### src/sv/lzwe_pkg.sv
`timescale 1ns / 1ps
package lzwe_pkg;

  localparam int CHAR_W = 7;
  localparam int CODE_W = 12;
  localparam int KEY_W = CODE_W + CHAR_W;
  localparam int ENTRY_W = 1 + KEY_W + CODE_W;
  localparam int PEND_W = 5;

  localparam int DEFAULT_HASH_SLOTS = 8192;
  localparam int ALPHABET_SIZE = 128;
  localparam int HASH_MULT = 40503;

  localparam logic [CODE_W-1:0] FIRST_FREE_CODE = CODE_W'(ALPHABET_SIZE);
  localparam logic [CODE_W-1:0] LAST_CODE = 12'd4095;
  localparam logic [CODE_W-1:0] RESET_CODE = 12'hFFF;

  typedef enum logic [3:0] {
    S_CLEAR,
    S_IDLE,
    S_HASH,
    S_RD,
    S_CMP,
    S_INSERT,
    S_LOAD,
    S_BYTE,
    S_PAD
  } state_t;

endpackage

### src/sv/lzwe_hash.sv
`timescale 1ns / 1ps
module lzwe_hash #(
  parameter int HASH_SLOTS = lzwe_pkg::DEFAULT_HASH_SLOTS
) (
  input  logic                        clk,
  input  logic                        rst,
  input  logic                        start,
  input  logic [lzwe_pkg::KEY_W-1:0]  key,
  output logic                        done,
  output logic [$clog2(HASH_SLOTS)-1:0] home
);

  localparam int SLOT_W = $clog2(HASH_SLOTS);
  localparam int PROD_W = lzwe_pkg::KEY_W + 16;

  generate
    if ((1 << SLOT_W) == HASH_SLOTS) begin : g_pow2
      logic [PROD_W-1:0] prod;

      // Home slot is the low bits of the product
      assign prod = PROD_W'(key) * PROD_W'(lzwe_pkg::HASH_MULT);

      always_ff @(posedge clk) begin
        if (rst) begin
          done <= 1'b0;
        end else begin
          done <= start;
        end
        if (start) begin
          home <= prod[SLOT_W-1:0];
        end
      end
    end else begin : g_recip
      localparam int RECIP_W = 21;
      localparam logic [RECIP_W-1:0] RECIP = RECIP_W'((64'd1 << 32) / HASH_SLOTS);
      logic [31:0]          prod;
      logic [31:0]          prod_lo;
      logic [RECIP_W-1:0]   quot;
      logic [52:0]          qprod;
      logic [37:0]          back;
      logic [31:0]          rem0;
      logic [31:0]          rem1;
      logic                 s1;
      logic                 s2;

      // Product wraps at 32 bits before the slot reduction
      assign prod = 32'(PROD_W'(key) * PROD_W'(lzwe_pkg::HASH_MULT));

      // Estimate the quotient by reciprocal, it is low by at most one
      assign qprod = 53'(prod_lo) * 53'(RECIP);
      assign back  = 38'(quot) * 38'(HASH_SLOTS);
      assign rem0  = prod_lo - back[31:0];
      assign rem1  = (rem0 >= 32'(HASH_SLOTS)) ? rem0 - 32'(HASH_SLOTS) : rem0;

      always_ff @(posedge clk) begin
        if (rst) begin
          s1   <= 1'b0;
          s2   <= 1'b0;
          done <= 1'b0;
        end else begin
          s1   <= start;
          s2   <= s1;
          done <= s2;
        end
        if (start) begin
          prod_lo <= prod;
        end
        if (s1) begin
          quot <= qprod[52:32];
        end
        if (s2) begin
          home <= rem1[SLOT_W-1:0];
        end
      end
    end
  endgenerate

endmodule
### config.mk
export PLATFORM = sky130hd
export DESIGN_NAME = lzwe_hash
export DESIGN_NICKNAME = d
export VERILOG_FILES = /design/src/sv/lzwe_pkg.sv /design/src/sv/lzwe_hash.sv
export SDC_FILE = /design/constraint.sdc
export NUM_CORES = 1
export LEC_CHECK = 0
export ABC_AREA = 1
export BUFFER_PORTS_ARGS = -buffer_cell sky130_fd_sc_hd__buf_2
export CORE_ASPECT_RATIO = 0.8
export CORE_MARGIN = 1.5
export CORE_UTILIZATION = 40
export DETAILED_ROUTE_END_ITERATION = 12
export GPL_TIMING_DRIVEN = 0
export HOLD_SLACK_MARGIN = 0.05
export PLACE_DENSITY = 0.6
export SKIP_CTS_REPAIR_TIMING = 1
export SLEW_MARGIN = 40
export SYNTH_ARGS = -nofsm -noshare
export SYNTH_HDL_FRONTEND = slang
export SYNTH_SLANG_ARGS = --single-unit
### constraint.sdc
create_clock -name clk -period 6.96 [get_ports clk]
set_input_delay 1.044 -clock clk [delete_from_list [all_inputs] [get_ports clk]]
set_output_delay 1.044 -clock clk [all_outputs]
set_load 0.03 [all_outputs]
Word level (Yosys, flattened, before mapping)

Cells that the tools add are included.

Word-level logic and storage cells: 3
Input bits: 22
Output and inout bits: 14
Register bits after elaboration: 14

Multiply operators: 1

Operators with widths:

| cell                                                | count |
|---|---|
| multiplier 19 x 16 -> 13 bit, second input constant | 1 |

Depth between registers and ports, before layout

Word-level depth: 1
Gate-level depth with buffers: 17

Least setup slack after synthesis

OpenSTA, ideal clock, no wires.

Path kind: in2reg
Start: input port key[8] (netlist name)
End: register home[12], data pin
Arrival: 4201 ps
Library setup time: 252 ps
Setup slack: 2507 ps
Cell stages on the path: 14
Required time: 6708 ps
Cell sequence: ha_1 inv_1 fa_1 fa_1 fa_1 fa_1 inv_1 ha_1 nand2_1 or2_2 nand3_1 inv_1 nand2_1 nand2_1

Longest elaborated chain between the ends: 1

Ends and longest elaborated chain:

| element                      | line            | source |
|---|---|---|
| from (decl)                  | lzwe_hash.sv:8  | `input logic [lzwe_pkg::KEY_W-1:0] key,` |
| multiplier 19 x 16 -> 13 bit | lzwe_hash.sv:21 | `assign prod = PROD_W'(key) * PROD_W'(lzwe_pkg::HASH_MULT);` |
| named net g_pow2.prod[12]    | lzwe_hash.sv:18 | `logic [PROD_W-1:0] prod;` |
| to (signal assigned)         | lzwe_hash.sv:30 | `home <= prod[SLOT_W-1:0];` |
| to (decl)                    | lzwe_hash.sv:10 | `output logic [$clog2(HASH_SLOTS)-1:0] home` |

The timed path passes the listed nets, and every way through them passes these cells.
A chain may end at the register's enable or synchronous reset.

Final worst setup path

Start: input port key[0] (netlist name)
End: register home[12], data pin

Same word-level chain as after synthesis.

==> summary.txt <==
Finish
  – Non-Filler Instances: 325
  – Area Growth Syn to Fin: 12.95%
  – Number of diodes: 0
  – Final net count: 352
  – Share of cells above drive strength 1: 16.35%

Outcome
  – Outcome: finished clean

Critical path
  – Worst setup path startpoint: key[0]
  – Delay-heaviest family, CP: adder cells
  – Crit Path Max Fanout: 4
  – Max stage delay on crit path: 570 ps
  – Crit path arrival time: 4630 ps
  – Buffers and inverters on the worst path: 4
  – Worst path cell trace: buf_2 -> ha_1 -> ha_1 -> inv_1 -> fa_1 -> fa_1 -> fa_1 -> inv_1 -> ha_1 -> nand2_1 -> or2_2 -> nand3_1 -> inv_1 -> nand2_1 -> nand2_1
  – CP required: 6960 ps
  – CP endpoint kind: register
  – WS Path Type: in2reg
  – Slowest cell on crit path: fa_1
  – Crit path launch type: input port

Logic synthesis
  – Mapped Nets: 318
  – Mapped Area: 2068 sq um
  – Flip-flop and latch count after synthesis: 14
  – Asr flop ratio synth: 0%
  – Simple-gate portion of the synthesized area: 13.07%
  – Synth warnings: 0
  – Post-synth EDFFs: 13
  – Main synth FF type: edfxtp_1
  – Synth Area in XOR/XNOR: 2.541%
  – Post-synthesis mux area share: 0%
  – Seq/Total Area, Yosys: 19.84%
  – Top cells by count, synth: inv_1 (71), ha_1 (41), nand2_1 (36)
  – Synth area leaders: ha_1 (25%), fa_1 (24%), edfxtp_1 (19%)
  – Avg Cell Area, Syn: 8.992 sq um
  – Count leader, synth: inv_1
  – Synth Area in Adders: 49.00%
  – Yosys top cell by area: ha_1
  – Synth Area in Compound Gates: 1.936%
  – Count of cell types in the netlist: 19
  – Mapped Cells: 230
  – Area share of the largest cell type after synthesis: 24.80%
  – Main combinational cell family by area after synthesis: adder cells

Die
  – Initial Util: 41.30%
  – Core Region: 5007 sq um
  – Die height: 67.32 microns
  – DIE AREA: 5614 sq um
  – FP Rows: 23
  – Die Wd: 83.40 microns
  – I/O pin total: 36

Route
  – DRC violation total after the first TritonRoute iteration: 67
  – Vias per cell: 4.446
  – Drt drc: 0
  – Routed Antenna Nets: 0
  – Pre-Repair DR Iteration Count: 4
  – Final WL: 3378 microns
  – Routed WL per cell: 10.39 microns
  – Vias: 1445

Timing
  – Count of final hold-check violations: 0
  – Unrepaired setup endpoints after global routing: no
  – Hold slack: 953.1 ps
  – Final setup vio count: 0
  – F_max: 0.2163 GHz
  – Period minus WS final: 4623 ps
  – Final Cycle Share: 66.42%
  – Worst slew pin tran: 300.8 ps
  – Final Slew Violations: 0
  – Slew HR: 79.94%
  – Setup TNS: 0 ps

Place
  – HPWL after DPL: 3087 microns
  – PortBufs: 29
  – Routability cong.: 0.8440
  – Dpl cells: 321

GRT
  – First-pass GRT wire length: 5954 microns
  – Largest net degree at the start of global routing: 15
  – Total track usage: 13.53%
  – Initial antenna violation count: 0
  – Vias in the first global route: 1383
  – Global route overflow: 0

Hold path
  – Class of the worst hold path: in2reg
  – Hold Crit Start: rst

Clock tree
  – Max clock buf depth: 2
  – Clock sinks: 14
  – Num CTS Buffers: 3
  – Number of H-tree levels: 1
  – Clock root cell: clkbuf_8
  – Reg clk slew, reported paths: 60 ps
  – CTS tree: built

Power and ir drop
  – Total Power: 0.0008223 W
  – PwrDens: 352.0 nW/um^2
  – Worst vdd ir: 0.2802 mV
  – P_leak: 1.325 nW

Run
  – Maximum capacitance violations: 0
-- layout make-up --
| class | instances | area [sq um] |
|---|---|---|
| fillers | 527 | 2671 |
| multi-input cells | 141 | 1376 |
| well taps | 62 | 77.57 |
| repair buffers | 29 | 145.1 |
| inverters | 75 | 281.5 |
| flip-flops and latches | 14 | 410.4 |
| clock buffers | 4 | 45.04 |
-- registers in the layout (all words and copies together) (netlist names) --
| name | count |
|---|---|
| home | 13 |
| done | 1 |
-- routing by layer --
| metal | GRT usage (%) | vias to the layer above | wire [microns] |
|---|---|---|---|
| met3 | 1.467 | 5 | 114 |
| li1 | - | 760 | - |
| met1 | 18.17 | 651 | 1715 |
| met5 | 0 | - | 0 |
| met4 | 5.625 | 0 | 70 |
| met2 | 22.76 | 29 | 1478 |
-- worst paths after layout --
kind / to / slack (ps) / depth (start not counted)
setup / recovery: home[12] / 2340 / 15
hold / removal: done / 950 / 2
-- kinds of logic (layout without fill, tap and decap cells) --
family,Yosys count,in the layout
buffers and inverters,75,108
adders and majority gates,66,66
and+or+nand+nor,61,61
DFF,14,14
AOI/OAI and AO/OA,8,8
xor gates and xnor gates,6,6
-- report_power, final --
part | switching [W] | internal (W)
clock | 0.0000268 | 0.0000404
combinational | 0.000369 | 0.000228
sequential | 0.00000532 | 0.000153
total | 0.000401 | 0.000421
-- metrics by stage --
step | setup WS, ps | utilization [%] | cell area (sq um)
after floorplan | 2507 | - | 2068
after global placement | 2104 | 45.75 | 2291
after detailed placement | 2048 | 45.75 | 2291
after CTS | 2306 | 46.65 | 2336
after global routing | 2192 | 46.65 | 2336
final | 2337 | 46.65 | 2336
-- cell usage in the layout, fill, tap and decap left out --
cell type / Yosys / final
nand2_1: 36 / 36
or2_2: 1 / 1
o21ai_1: 1 / 1
buf_2: 0 / 29
dfxtp_1: 1 / 1
clkbuf_8: 0 / 3
nand3_2: 1 / 1
clkbuf_1: 0 / 1
ha_1: 41 / 41
a21oi_1: 6 / 6
inv_1: 71 / 71
edfxtp_1: 13 / 13
nand2_2: 4 / 4
nor2_2: 1 / 1
fa_1: 25 / 25
nand3_1: 11 / 11
inv_2: 4 / 4
nor2_1: 4 / 4
o21ai_0: 1 / 1
nand3b_1: 1 / 1
nor3_1: 2 / 2
xor2_1: 6 / 6
No activity file was read; power rests on OpenSTA's default activity.
